--- config.mk ---
export PLATFORM = sky130hd
export DESIGN_NAME = weighted_capped_share_allocator
export DESIGN_NICKNAME = d
export VERILOG_FILES = /design/src/rtl/core/wcsa_pkg.sv /design/src/rtl/core/weighted_capped_share_allocator.sv
export SDC_FILE = /design/constraint.sdc
export NUM_CORES = 2
export LEC_CHECK = 0
export CAP_MARGIN = 20
export CORE_MARGIN = 1
export CORE_UTILIZATION = 50
export CTS_BUF_LIST = sky130_fd_sc_hd__clkbuf_2
export CTS_CLUSTER_DIAMETER = 100
export DETAILED_ROUTE_END_ITERATION = 7
export DONT_BUFFER_PORTS = 1
export GPL_TIMING_DRIVEN = 0
export HOLD_SLACK_MARGIN = 0.02
export PLACE_DENSITY = 0.62
export SYNTH_ARGS = -nofsm -noshare
export SYNTH_HDL_FRONTEND = slang
export SYNTH_SLANG_ARGS = --single-unit
--- constraint.sdc ---
create_clock -name clock -period 16.1 [get_ports clock]
set_input_delay 0.805 -clock clock [delete_from_list [all_inputs] [get_ports clock]]
set_output_delay 0.805 -clock clock [all_outputs]
set_load 0.02 [all_outputs]
--- src/rtl/core/wcsa_pkg.sv ---
// Shared types, constants and the sequencer program for the weighted capped share allocator.
// Used by weighted_capped_share_allocator, wcsa_port_checks, wcsa_checker and the testbench; depends on nothing else.
`default_nettype none

package wcsa_pkg;

   localparam int BUDGET_W = 32;
   localparam int SHARE_W  = 20;
   localparam int POOLS    = 5;
   localparam int POOL_W   = 3;
   localparam int LAST_POOL = POOLS - 1;
   localparam int STORE_POOL = 2;

   // scaled-case values stay below the sum of five caps
   localparam int ACC_W     = SHARE_W + 3;
   localparam int QUO_W     = ACC_W + (ACC_W % 2);
   localparam int DIV_STEPS = QUO_W / 2;
   localparam int CNT_W     = $clog2(DIV_STEPS);
   localparam int TW_W      = 4;
   localparam int WT_W      = 3;
   localparam int PROD_W    = QUO_W + WT_W;
   localparam int GROW_W    = PROD_W + 1;
   localparam int RND_W     = 4;
   localparam int MAX_ROUNDS = 8;

   localparam int CSR_IDX_W = 3;
   localparam int RSP_BITS  = 4 * SHARE_W + BUDGET_W + 2;
   localparam int RSP_W     = ((RSP_BITS + 7) / 8) * 8;
   localparam int REQ_W     = ((BUDGET_W + 7) / 8) * 8;

   // output field offsets in rsp_tdata
   localparam int F_CORE   = 0;
   localparam int F_ENGINE = F_CORE + SHARE_W;
   localparam int F_STORE  = F_ENGINE + SHARE_W;
   localparam int F_SYSTEM = F_STORE + BUDGET_W;
   localparam int F_USER   = F_SYSTEM + SHARE_W;
   localparam int F_OUTC   = F_USER + SHARE_W;

   // register indexes
   localparam logic [CSR_IDX_W-1:0] CSR_CAP_CORE   = 3'd0;
   localparam logic [CSR_IDX_W-1:0] CSR_CAP_ENGINE = 3'd1;
   localparam logic [CSR_IDX_W-1:0] CSR_CAP_STORE  = 3'd2;
   localparam logic [CSR_IDX_W-1:0] CSR_CAP_SYSTEM = 3'd3;
   localparam logic [CSR_IDX_W-1:0] CSR_CAP_USER   = 3'd4;
   localparam logic [CSR_IDX_W-1:0] CSR_POOL_MIN   = 3'd5;

   localparam logic [SHARE_W-1:0] RST_CAP_CORE   = SHARE_W'(2000);
   localparam logic [SHARE_W-1:0] RST_CAP_ENGINE = SHARE_W'(30000);
   localparam logic [SHARE_W-1:0] RST_CAP_STORE  = SHARE_W'(2000);
   localparam logic [SHARE_W-1:0] RST_CAP_SYSTEM = SHARE_W'(5000);
   localparam logic [SHARE_W-1:0] RST_CAP_USER   = SHARE_W'(60000);
   localparam logic [SHARE_W-1:0] RST_POOL_MIN   = SHARE_W'(500);

   // outcome codes
   localparam logic [1:0] OUT_FULL   = 2'd0;
   localparam logic [1:0] OUT_SCALED = 2'd1;
   localparam logic [1:0] OUT_MIN    = 2'd2;

   // datapath operations
   localparam logic [3:0] OP_WAIT    = 4'd0;
   localparam logic [3:0] OP_CAPSUM  = 4'd1;
   localparam logic [3:0] OP_NOP     = 4'd2;
   localparam logic [3:0] OP_MIN5    = 4'd3;
   localparam logic [3:0] OP_INIT    = 4'd4;
   localparam logic [3:0] OP_SPARE0  = 4'd5;
   localparam logic [3:0] OP_SPARE   = 4'd6;
   localparam logic [3:0] OP_DIVINIT = 4'd7;
   localparam logic [3:0] OP_DIV     = 4'd8;
   localparam logic [3:0] OP_GROW    = 4'd9;
   localparam logic [3:0] OP_NEXTRND = 4'd10;
   localparam logic [3:0] OP_LEFT    = 4'd11;
   localparam logic [3:0] OP_SETOUT  = 4'd12;
   localparam logic [3:0] OP_FULL    = 4'd13;
   localparam logic [3:0] OP_STORE   = 4'd14;
   localparam logic [3:0] OP_EMIT    = 4'd15;

   // jump conditions
   localparam logic [3:0] CND_NONE   = 4'd0;
   localparam logic [3:0] CND_ALWAYS = 4'd1;
   localparam logic [3:0] CND_POOL   = 4'd2;
   localparam logic [3:0] CND_CNT    = 4'd3;
   localparam logic [3:0] CND_GE     = 4'd4;
   localparam logic [3:0] CND_LT     = 4'd5;
   localparam logic [3:0] CND_STOP   = 4'd6;
   localparam logic [3:0] CND_IDLE   = 4'd7;
   localparam logic [3:0] CND_BUSY   = 4'd8;

   localparam int PC_W = 5;

   // program addresses that are jump targets
   localparam logic [PC_W-1:0] PC_WAIT  = 5'd0;
   localparam logic [PC_W-1:0] PC_CAPS  = 5'd1;
   localparam logic [PC_W-1:0] PC_INIT  = 5'd5;
   localparam logic [PC_W-1:0] PC_ROUND = 5'd6;
   localparam logic [PC_W-1:0] PC_SPARE = 5'd7;
   localparam logic [PC_W-1:0] PC_DIV   = 5'd9;
   localparam logic [PC_W-1:0] PC_GROW  = 5'd10;
   localparam logic [PC_W-1:0] PC_LEFT  = 5'd12;
   localparam logic [PC_W-1:0] PC_FULL  = 5'd14;
   localparam logic [PC_W-1:0] PC_MINC  = 5'd16;
   localparam logic [PC_W-1:0] PC_EMIT  = 5'd18;

   typedef struct packed {
      logic [3:0]      op;
      logic [3:0]      cnd;
      logic [PC_W-1:0] target;
      logic [1:0]      outc;
   } ucode_type;

   function automatic ucode_type ucode_rom(input logic [PC_W-1:0] pc);
      ucode_type w;
      w = '{op: OP_NOP, cnd: CND_ALWAYS, target: PC_WAIT, outc: OUT_FULL};
      case (pc)
         5'd0:  w = '{OP_WAIT,    CND_IDLE,   PC_WAIT,  OUT_FULL};
         5'd1:  w = '{OP_CAPSUM,  CND_POOL,   PC_CAPS,  OUT_FULL};
         5'd2:  w = '{OP_NOP,     CND_GE,     PC_FULL,  OUT_FULL};
         5'd3:  w = '{OP_MIN5,    CND_NONE,   PC_WAIT,  OUT_FULL};
         5'd4:  w = '{OP_NOP,     CND_LT,     PC_MINC,  OUT_FULL};
         5'd5:  w = '{OP_INIT,    CND_POOL,   PC_INIT,  OUT_FULL};
         5'd6:  w = '{OP_SPARE0,  CND_NONE,   PC_WAIT,  OUT_FULL};
         5'd7:  w = '{OP_SPARE,   CND_POOL,   PC_SPARE, OUT_FULL};
         5'd8:  w = '{OP_DIVINIT, CND_STOP,   PC_LEFT,  OUT_FULL};
         5'd9:  w = '{OP_DIV,     CND_CNT,    PC_DIV,   OUT_FULL};
         5'd10: w = '{OP_GROW,    CND_POOL,   PC_GROW,  OUT_FULL};
         5'd11: w = '{OP_NEXTRND, CND_ALWAYS, PC_ROUND, OUT_FULL};
         5'd12: w = '{OP_LEFT,    CND_POOL,   PC_LEFT,  OUT_FULL};
         5'd13: w = '{OP_SETOUT,  CND_ALWAYS, PC_EMIT,  OUT_SCALED};
         5'd14: w = '{OP_FULL,    CND_POOL,   PC_FULL,  OUT_FULL};
         5'd15: w = '{OP_STORE,   CND_ALWAYS, PC_EMIT,  OUT_FULL};
         5'd16: w = '{OP_INIT,    CND_POOL,   PC_MINC,  OUT_FULL};
         5'd17: w = '{OP_SETOUT,  CND_NONE,   PC_WAIT,  OUT_MIN};
         5'd18: w = '{OP_EMIT,    CND_BUSY,   PC_EMIT,  OUT_FULL};
         5'd19: w = '{OP_NOP,     CND_ALWAYS, PC_WAIT,  OUT_FULL};
         default: w = '{OP_NOP,   CND_ALWAYS, PC_WAIT,  OUT_FULL};
      endcase
      return w;
   endfunction

   // fixed pool weights 1,2,5,1,3
   function automatic logic [WT_W-1:0] pool_weight(input logic [POOL_W-1:0] p);
      logic [WT_W-1:0] w;
      case (p)
         3'd0:    w = 3'd1;
         3'd1:    w = 3'd2;
         3'd2:    w = 3'd5;
         3'd3:    w = 3'd1;
         3'd4:    w = 3'd3;
         default: w = 3'd0;
      endcase
      return w;
   endfunction

endpackage

`default_nettype wire

--- src/rtl/core/weighted_capped_share_allocator.sv ---
// Top level of the weighted capped share allocator: microcoded sequencer and datapath.
// Depends on wcsa_pkg (constants, program table, pool weights).
`default_nettype none

// Usage
// req_ channel: one word carries a budget; the block splits it among five pools
// (core, engine, store, system, user). rsp_ channel: one word per budget with
// the five shares and an outcome code (full caps, scaled by weights, minimums).
// csr_ port: caps of the five pools (index 0..4) and the pool minimum (index 5),
// written by csr_we with no handshake; writes to index 6 or 7 are dropped.
// Write them only while no budget is in flight.
// Timing: one budget at a time; req_tready is high only while the sequencer
// sits at its wait step. A scaled split runs 1 to 8 sharing rounds, each
// dominated by the 2-bit-per-cycle divider and the pool walks that share
// one adder path. After the result is loaded the sequencer passes an idle
// step, then returns to its wait step and is ready again.
// A stalled result is held in the rsp_ register; the sequencer waits at its
// emit step until the register frees up, so nothing is dropped.
// Reset (synchronous, active high) restores the default caps and minimum,
// returns the sequencer to its wait step and clears rsp_tvalid.
module weighted_capped_share_allocator
   import wcsa_pkg::*;
(
   input  wire                  clock,
   input  wire                  reset,
   input  wire                  req_tvalid,
   output logic                 req_tready,
   input  wire  [REQ_W-1:0]     req_tdata,   // budget
   output logic                 rsp_tvalid,
   input  wire                  rsp_tready,
   // share_core, share_engine, share_store, share_system, share_user, outcome, zero pad
   output logic [RSP_W-1:0]     rsp_tdata,
   input  wire                  csr_we,
   input  wire  [CSR_IDX_W-1:0] csr_index,
   input  wire  [SHARE_W-1:0]   csr_wdata
);

   // config registers
   logic [SHARE_W-1:0] cap_ff [POOLS];
   logic [SHARE_W-1:0] min_ff;

   // sequencer
   logic [PC_W-1:0]    pc_ff, pc_in;
   logic [POOL_W-1:0]  pool_ff, pool_in;
   ucode_type          uc;
   logic               cnd_hit;

   // datapath
   logic [BUDGET_W-1:0] bud_ff, bud_in;
   logic [ACC_W-1:0]    acc_ff, acc_in;
   logic [SHARE_W-1:0]  sh_ff [POOLS];
   logic [SHARE_W-1:0]  sh_in [POOLS];
   logic [TW_W-1:0]     tw_ff, tw_in;
   logic [QUO_W-1:0]    quo_ff, quo_in;
   logic [TW_W-1:0]     rem_ff, rem_in;
   logic [CNT_W-1:0]    cnt_ff, cnt_in;
   logic [RND_W-1:0]    rnd_ff, rnd_in;
   logic [BUDGET_W-1:0] st_ff, st_in;
   logic [1:0]          outc_ff, outc_in;

   // result register
   logic                rsp_valid_ff, rsp_valid_in;
   logic [RSP_BITS-1:0] rsp_data_ff, rsp_data_in;

   logic                req_fire, out_busy, open;
   logic [SHARE_W-1:0]  cap_sel, sh_sel, gap, give, sh_grow;
   logic [WT_W-1:0]     wt;
   logic [PROD_W-1:0]   prod;
   logic [GROW_W-1:0]   grown;
   logic [TW_W+1:0]     dv_t, dv_d1, dv_d2, dv_d3;
   logic [BUDGET_W-1:0] store_out;

   assign uc         = ucode_rom(pc_ff);
   assign req_tready = (pc_ff == PC_WAIT);
   assign req_fire   = req_tvalid && req_tready;
   assign out_busy   = rsp_valid_ff && !rsp_tready;
   assign rsp_tvalid = rsp_valid_ff;
   assign rsp_tdata  = RSP_W'(rsp_data_ff);

   assign cap_sel = cap_ff[pool_ff];
   assign sh_sel  = sh_ff[pool_ff];
   assign wt      = pool_weight(pool_ff);
   assign open    = (sh_sel < cap_sel);

   // one round of sharing: grow an open pool by weight * quota, then clip at cap
   assign prod    = PROD_W'(wt) * PROD_W'(quo_ff);
   assign grown   = GROW_W'(sh_sel) + (open ? GROW_W'(prod) : GROW_W'(0));
   assign sh_grow = (grown > GROW_W'(cap_sel)) ? cap_sel : grown[SHARE_W-1:0];

   // leftover pass: fill toward cap in pool order
   assign gap  = cap_sel - sh_sel;
   assign give = (ACC_W'(gap) > acc_ff) ? acc_ff[SHARE_W-1:0] : gap;

   // radix-4 restoring division step, divisor is the open weight
   assign dv_t  = {rem_ff, quo_ff[QUO_W-1 -: 2]};
   assign dv_d1 = (TW_W+2)'(tw_ff);
   assign dv_d2 = (TW_W+2)'(tw_ff) << 1;
   assign dv_d3 = dv_d1 + dv_d2;

   assign store_out = (outc_ff == OUT_FULL) ? st_ff : BUDGET_W'(sh_ff[STORE_POOL]);

   always_comb begin
      case (uc.cnd)
         CND_NONE:   cnd_hit = 1'b0;
         CND_ALWAYS: cnd_hit = 1'b1;
         CND_POOL:   cnd_hit = (pool_ff != POOL_W'(LAST_POOL));
         CND_CNT:    cnd_hit = (cnt_ff != CNT_W'(DIV_STEPS - 1));
         CND_GE:     cnd_hit = (bud_ff >= BUDGET_W'(acc_ff));
         CND_LT:     cnd_hit = (bud_ff < BUDGET_W'(acc_ff));
         // stop after a round once the remainder fits in the open weight, or once MAX_ROUNDS rounds have run
         CND_STOP:   cnd_hit = ((rnd_ff != '0) && (acc_ff <= ACC_W'(tw_ff)))
                               || (rnd_ff == RND_W'(MAX_ROUNDS));
         CND_IDLE:   cnd_hit = !req_fire;
         CND_BUSY:   cnd_hit = out_busy;
         default:    cnd_hit = 1'b1;
      endcase
      pc_in = cnd_hit ? uc.target : pc_ff + PC_W'(1);

      pool_in = pool_ff;
      if (uc.cnd == CND_POOL) begin
         pool_in = (pool_ff == POOL_W'(LAST_POOL)) ? '0 : pool_ff + POOL_W'(1);
      end
   end

   always_comb begin
      bud_in       = bud_ff;
      acc_in       = acc_ff;
      sh_in        = sh_ff;
      tw_in        = tw_ff;
      quo_in       = quo_ff;
      rem_in       = rem_ff;
      cnt_in       = cnt_ff;
      rnd_in       = rnd_ff;
      st_in        = st_ff;
      outc_in      = outc_ff;
      rsp_valid_in = rsp_valid_ff && !rsp_tready;
      rsp_data_in  = rsp_data_ff;
      case (uc.op)
         OP_WAIT: begin
            if (req_fire) begin
               bud_in = req_tdata[BUDGET_W-1:0];
               acc_in = '0;
            end
         end
         OP_CAPSUM: acc_in = acc_ff + ACC_W'(cap_sel);
         OP_MIN5:   acc_in = (ACC_W'(min_ff) << 2) + ACC_W'(min_ff);
         OP_INIT: begin
            sh_in[pool_ff] = min_ff;
            rnd_in         = '0;
         end
         OP_SPARE0: begin
            acc_in = bud_ff[ACC_W-1:0];
            tw_in  = '0;
         end
         OP_SPARE: begin
            acc_in = acc_ff - ACC_W'(sh_sel);
            if (open) begin
               tw_in = tw_ff + TW_W'(wt);
            end
         end
         OP_DIVINIT: begin
            quo_in = QUO_W'(acc_ff);
            rem_in = '0;
            cnt_in = '0;
         end
         OP_DIV: begin
            cnt_in = cnt_ff + CNT_W'(1);
            if (dv_t >= dv_d3) begin
               rem_in = TW_W'(dv_t - dv_d3);
               quo_in = {quo_ff[QUO_W-3:0], 2'd3};
            end else if (dv_t >= dv_d2) begin
               rem_in = TW_W'(dv_t - dv_d2);
               quo_in = {quo_ff[QUO_W-3:0], 2'd2};
            end else if (dv_t >= dv_d1) begin
               rem_in = TW_W'(dv_t - dv_d1);
               quo_in = {quo_ff[QUO_W-3:0], 2'd1};
            end else begin
               rem_in = TW_W'(dv_t);
               quo_in = {quo_ff[QUO_W-3:0], 2'd0};
            end
         end
         OP_GROW:    sh_in[pool_ff] = sh_grow;
         OP_NEXTRND: rnd_in = rnd_ff + RND_W'(1);
         OP_LEFT: begin
            if ((acc_ff != '0) && open) begin
               sh_in[pool_ff] = sh_sel + give;
               acc_in         = acc_ff - ACC_W'(give);
            end
         end
         OP_SETOUT: outc_in = uc.outc;
         OP_FULL:   sh_in[pool_ff] = cap_sel;
         OP_STORE: begin
            // budget minus the other four caps, store pool is uncapped here
            st_in   = bud_ff - BUDGET_W'(acc_ff) + BUDGET_W'(cap_ff[STORE_POOL]);
            outc_in = uc.outc;
         end
         OP_EMIT: begin
            if (!out_busy) begin
               rsp_valid_in = 1'b1;
               rsp_data_in  = {outc_ff, sh_ff[4], sh_ff[3], store_out, sh_ff[1], sh_ff[0]};
            end
         end
         default: ;
      endcase
   end

   always_ff @(posedge clock) begin
      if (reset) begin
         pc_ff        <= PC_WAIT;
         pool_ff      <= '0;
         rsp_valid_ff <= 1'b0;
         cap_ff[0]    <= RST_CAP_CORE;
         cap_ff[1]    <= RST_CAP_ENGINE;
         cap_ff[2]    <= RST_CAP_STORE;
         cap_ff[3]    <= RST_CAP_SYSTEM;
         cap_ff[4]    <= RST_CAP_USER;
         min_ff       <= RST_POOL_MIN;
      end else begin
         pc_ff        <= pc_in;
         pool_ff      <= pool_in;
         rsp_valid_ff <= rsp_valid_in;
         if (csr_we) begin
            case (csr_index)
               CSR_CAP_CORE:   cap_ff[0] <= csr_wdata;
               CSR_CAP_ENGINE: cap_ff[1] <= csr_wdata;
               CSR_CAP_STORE:  cap_ff[2] <= csr_wdata;
               CSR_CAP_SYSTEM: cap_ff[3] <= csr_wdata;
               CSR_CAP_USER:   cap_ff[4] <= csr_wdata;
               CSR_POOL_MIN:   min_ff    <= csr_wdata;
               default: ;
            endcase
         end
      end
   end

   always_ff @(posedge clock) begin
      bud_ff      <= bud_in;
      acc_ff      <= acc_in;
      sh_ff       <= sh_in;
      tw_ff       <= tw_in;
      quo_ff      <= quo_in;
      rem_ff      <= rem_in;
      cnt_ff      <= cnt_in;
      rnd_ff      <= rnd_in;
      st_ff       <= st_in;
      outc_ff     <= outc_in;
      rsp_data_ff <= rsp_data_in;
   end

endmodule

`default_nettype wire

-- After elaboration in Yosys (flattened, before gate mapping)
Memories as Yosys holds them, arrays and structs flattened. A register that Yosys moved wholly into a read port is not among the register bits.
Index checks and enable logic that the tools add are counted.
Widths: inputs -> output; s select.
- memory bits (read-only): 480
- output and inout port bits: 122
- flip-flop bits (word level): 372
- memories kept: 2
- logic and storage cells: 189
- bits of input ports: 60
- RAM bits: 100
- equality and inequality tests: 36
- muxes and demuxes: 65
- multipliers: 1
- order comparisons: 11
- reductions and logical operators: 29
- bitwise operators: 7
- add/sub/neg operators: 18
- memories (memory ; depth ; bits a word ; read ports ; clocked after Yosys merged registers in ; wr ports ; RTL line ; text):
    (name not given) ; 32 ; 15 ; 1 ; 1 ; 0 ; wcsa_pkg.sv:113 ; case (pc)
    cap_ff ; 5 ; 20 ; 2 ; 1 ; 5 ; weighted_capped_share_allocator.sv:39 ; logic [SHARE_W-1:0] cap_ff [POOLS];
- operators with widths (kind ; count):
    $bwmux 100 ; 4
    $pmux 100 s4 ; 1
    $mux 20 ; 11
    $pmux 23 s6 ; 1
    $mux 100 ; 1
    $bmux 20 s3 ; 1
    $demux 20 s3 ; 1
    $pmux 24 s2 ; 1
    $mux 23 ; 2
    $sub 23x20->23 ; 2
    $eq 4x4->1 const B ; 10
    $add 32x20->32 ; 1
    $eq 4x3->1 const B ; 8
    $ge 32x23->1 ; 1
    $lt 32x23->1 ; 1
    $pmux 4 s2 ; 4
    $sub 32x23->32 ; 1
    $add 20x27->28 ; 1
    $gt 28x20->1 ; 1
    $mul 3x24->27 ; 1
    $mux 27 ; 1
    $mux 1 ; 24
    $add 22x20->23 ; 1
    $add 23x20->23 ; 1
    other kinds (47) ; 86

-- Depth between registers and ports, before layout
- depth in word-level cells: 11
- mapped depth: 45
- gate-level depth less buffers: 42

-- Worst setup path after synthesis
No wires, ideal clock.
- kind: register to register
- from: register (tool-made name)
- to: register acc_ff[20] (data pin)
- slack: 7.323 ns
- required time: 15.831 ns
- library setup time: 0.269 ns
- cell stages (with the launch flop): 42
- arrival time: 8.508 ns
- period minus slack after synthesis: 8.777 ns
- path buffers: 3
- cells stage by stage: dfxtp_1 > buf_2 > buf_1 > mux4_2 > mux2i_1 > ha_1 > inv_1 > fa_1 > nand3_1 > a21oi_1 > o31ai_1 > nand2_1 > a21o_1 > a21oi_1 > o21bai_1 > a21oi_1 > o21bai_1 > a21oi_1 > (+6 left out) > clkbuf_1 > o21ai_0 > a221o_1 > ha_1 > fa_1 > nor2b_1 > o21ai_0 > a21boi_0 > o21ai_0 > a21boi_0 > o21ai_0 > a21oi_1 > o21ai_0 > a211oi_1 > nor3_1 > xnor2_1 > a222oi_1 > nand3_1
- RTL lines (what ; RTL line ; text):
    end signal: assignment ; weighted_capped_share_allocator.sv:238 ; acc_ff <= acc_in;
    end: declaration ; weighted_capped_share_allocator.sv:50 ; logic [ACC_W-1:0] acc_ff, acc_in;

==> summary.txt <==
Placed design
  – Post-DP HPWL: roughly 94 mm
  – Port Buf Inserts: 0
  – Post-Place Cell Area: between 0.03 and 0.04 mm²
  – Final weighted congestion of routability-driven global placement: 1.00

Layout
  – Flip-flop and latch area: approximately 0.014 mm²
  – Fraction of final layout cells with drive strength greater than 1: about 10%
  – Area of the multi-input gates: ~0.018 mm²
  – Net count reported at finish: 3905
  – Post-layout instance area: 0.0372 mm²
  – Post-layout util: a little under three fifths
  – Number of filler cells placed in the layout: around 5700
  – Area grow syn2layout: 12.3%

STA
  – Final total negative setup slack: 0 ns
  – Setup Viol. Count Final: 0
  – Maximum clock frequency: about 78 MHz
  – RSZ-0062 raised after global routing: false
  – Hold Slack: ~0.14 ns
  – Clock skew: around 0.14 ns
  – Measured slew at the worst slew-check pin: 1.23 ns
  – Max-slew violation count: 0
  – Relative slew slack: between 15 and 20%
  – Fin crit period: approximately 13 ns
  – Hold violation count in the final report: 0
  – Period utilisation layout: approximately 80%

GRT
  – Number of antenna violations at the first check in global routing: 9
  – Combined global-route utilization of all metal layers: a little over a third
  – Largest net degree at the start of global routing: between 40 and 50
  – Number of global-route vias before repair: about 28000
  – Global-route wire length before repair: 174 mm
  – Total congestion overflow after global routing: 0

Worst setup path
  – Critical-path top delay cell: sky130_fd_sc_hd__a31oi_1
  – Required time at the endpoint of the critical path: 17.20 ns
  – Capturing element type of the critical path: flip-flop
  – Crit Reg-Reg Startpoint: pool_ff[0]$_SDFFE_PP0P_
  – Type of element launching the critical path: flip-flop
  – Kind of critical path: reg -> reg
  – FF-to-FF path depth: 34
  – Worst-case register-to-register setup slack: ~3.3 ns
  – Stage delay of the slowest cell on the critical path: ~0.98 ns
  – Critical path fanouts, max: 10
  – Cell repeated most along the worst path: sky130_fd_sc_hd__a21oi_1
  – Data arrival at the endpoint of the critical path: between 10 and 15 ns

Clock network
  – Clk Latency, worst-skew pair: between 1 and 1.5 ns
  – CTS tree: built
  – Inserted Clock Buffers: 130
  – Setup repair bufs after CTS: 0
  – Number of clock sinks: 490
  – Root buffer cell: sky130_fd_sc_hd__clkbuf_2
  – Number of gates given a new drive strength after cts: 0
  – H-tree level count: 4
  – Number of buffers on the longest clock path: 3
  – Clock Pin Slew Worst Setup and Hold Paths: roughly 0.13 ns
  – Total of hold buffers inserted after clock tree synthesis: 127

Logic synthesis
  – Synthesis-stage register bit count: 490
  – Syn. warnings: 0
  – Number of library cell types mapped by synthesis: 85
  – Dominant cell by count in the synthesized netlist: sky130_fd_sc_hd__edfxtp_1
  – Summed instance area of the synthesized netlist: ~0.033 mm²
  – Synth top area share: between 40% and 50%
  – Post-Syn Area per Cell: roughly 10 µm²
  – Sequential area share after synthesis: ~43%
  – Top post-synthesis cells by area: sky130_fd_sc_hd__edfxtp_1 40%, sky130_fd_sc_hd__ha_1 10%, sky130_fd_sc_hd__nand2_1 3.6%
  – Dominant cell type by area after synthesis: sky130_fd_sc_hd__edfxtp_1
  – Number of synthesized flops with an enable pin: approximately 440
  – Top_reg_cell synth: sky130_fd_sc_hd__edfxtp_1
  – Commonest cells in the netlist: 443 x sky130_fd_sc_hd__edfxtp_1, 316 x sky130_fd_sc_hd__nand2_1, 282 x sky130_fd_sc_hd__inv_1
  – Cells after synthesis: about 3200
  – Asr flop ratio synth: 0%

Detailed routing
  – Vias after detailed routing: ~28000
  – Number of remaining DRC errors: 1
  – Avg WL per Cell: around 27 µm
  – Count of nets left with antenna violations after detail routing: 0
  – Count of routing violations after the opening detailed-route iteration: around 3100
  – Via/cell ratio: approximately 6.2
  – Detailed Routing Iterations Pass 1: 8
  – Total length of routed wires: about 120 mm

Worst hold path
  – Source of the worst hold timing path: csr_index[0]
  – Worst hold-check path type: in -> reg
  – Hold path cells: 3
  – End point of the worst hold path: cap_ff[0][11]$_DFFE_PP_

Pwr
  – Maximum resistive drop on vdd: just over 100 µV
  – Comb power frac: approximately three fifths
  – Switching portion of total power: between 40% and 50%
  – Flop pwr share: 26.5%
  – Reported leakage power: 14.7 nW
  – Clock group share of total power: between 10% and 20%
  – Switch Pwr: around 3.2 mW
  – Pwr/cell area: between 150 and 200 mW/mm²
  – Internal power component: 3.55 mW

Floorplanning
  – Starting density of the core: about half
  – Number of placement rows: 94
  – Total Die Area: 0.0673 mm²
  – Die outline width: between 200 and 300 µm
  – Die height: about 260 µm
  – Number of placed I/O pins: about 180
  – Area of the placeable core: ~0.066 mm²

Run status
  – Status: complete, but fails checks
  – Failing checks: design-rule violations

Flow run
  – Max-cap violations: 0
==> critical path, delay by kind of cell (launching register included) <==
kind                       cells  cell delay (ns)
buffers and inverters          5             2.30
muxes                          1             0.60
AOI/OAI and AO/OA             20             6.23
adders and majority gates      3             1.15
and+or+nand+nor                4             1.43
xor gates and xnor gates       1             0.29
DFF                            1             0.52
==> layer usage <==
metal / vias to the layer above / GRT usage, % / part of all wire (%)
li1: 12600 / - / -
met1: 13600 / 46.1 / 41
met2: 1549 / 55.9 / 46
met3: 296 / 8.21 / 9.3
met4: 6 / 15.7 / 4.2
met5: - / 0 / 0.025
==> final cells by class <==
| cell class | count | share of cell area [%] |
|---|---|---|
| multi-input cells | 2362 | 47.1 |
| flip-flops and latches | 490 | 38.3 |
| plain buffers | 102 | 1.13 |
| inverters | 283 | 2.85 |
| clock buffers | 181 | 2.43 |
| diodes | 5 | 0.0336 |
| well taps | 864 | 2.90 |
| repair buffers | 152 | 4.36 |
| clock inverters | 49 | 0.918 |
==> power groups by stage <==
| stage | clock, mW | combinational (mW) | sequential (mW) |
|---|---|---|---|
| 2_1_floorplan | 0 | 2.79 | 1.72 |
| 3_3_place_gp | 0 | 3.80 | 1.83 |
| 3_5_place_dp | 0 | 3.89 | 1.82 |
| 4_1_cts | 0.954 | 3.94 | 1.79 |
| 5_1_grt | 1.01 | 4.37 | 1.80 |
| 6_report | 0.940 | 4.04 | 1.80 |
==> logic make-up after synthesis <==
kind of cell / Yosys count / synth area share [%]
other: 1 / 0.0113
buffers and inverters: 385 / 4.48
AND/OR/NAND/NOR: 900 / 12.8
flip-flops: 490 / 43.0
multiplexers: 125 / 5.45
AO/OA/AOI/OAI: 855 / 16.8
adder cells (fa/ha/maj): 324 / 13.5
XOR/XNOR: 152 / 4.06
==> cell usage in the layout (no fill, tap or decap), drive strengths merged, types with 29 or more instances in the layout <==
master,synthesis,layout
mux2,61,61
inv,282,286
nor2,207,207
o22ai,36,36
mux4,38,38
clkbuf,85,266
nand3,70,70
buf,17,42
o31ai,29,29
xor2,47,47
a21oi,210,210
a211oi,29,29
nand2b,51,51
ha,270,270
dfxtp,47,47
clkinv,1,38
fa,54,54
dlygate4sd3,0,127
nand2,316,316
a21o,68,68
edfxtp,443,443
o21ai,200,200
nor3,53,53
nor2b,39,39
and2,63,63
a22oi,35,35
xnor2,104,104
==> worst max-delay path by stage <==
stage,from,end,depth (start not counted)
after floorplan,flip-flop,acc_ff[20]$_DFFE_PP_,41
after global placement,pool_ff[2]$_SDFFE_PP0P_,flip-flop,35
after detailed placement,pool_ff[0]$_SDFFE_PP0P_,flip-flop,34
after CTS,pool_ff[0]$_SDFFE_PP0P_,flip-flop,34
after global routing,pool_ff[0]$_SDFFE_PP0P_,flip-flop,34
final,pool_ff[0]$_SDFFE_PP0P_,flip-flop,34
==> per-stage QoR <==
step	power (mW)	setup WS [ns]	instances
floorplan	4.52	7.32	3237
CTS	6.68	3.40	4478
global route	7.19	3.08	4488
detailed placement	5.71	3.43	4121
finish	6.77	3.31	4488
global placement	5.62	3.36	4101
(Power assumes the default switching activity.)
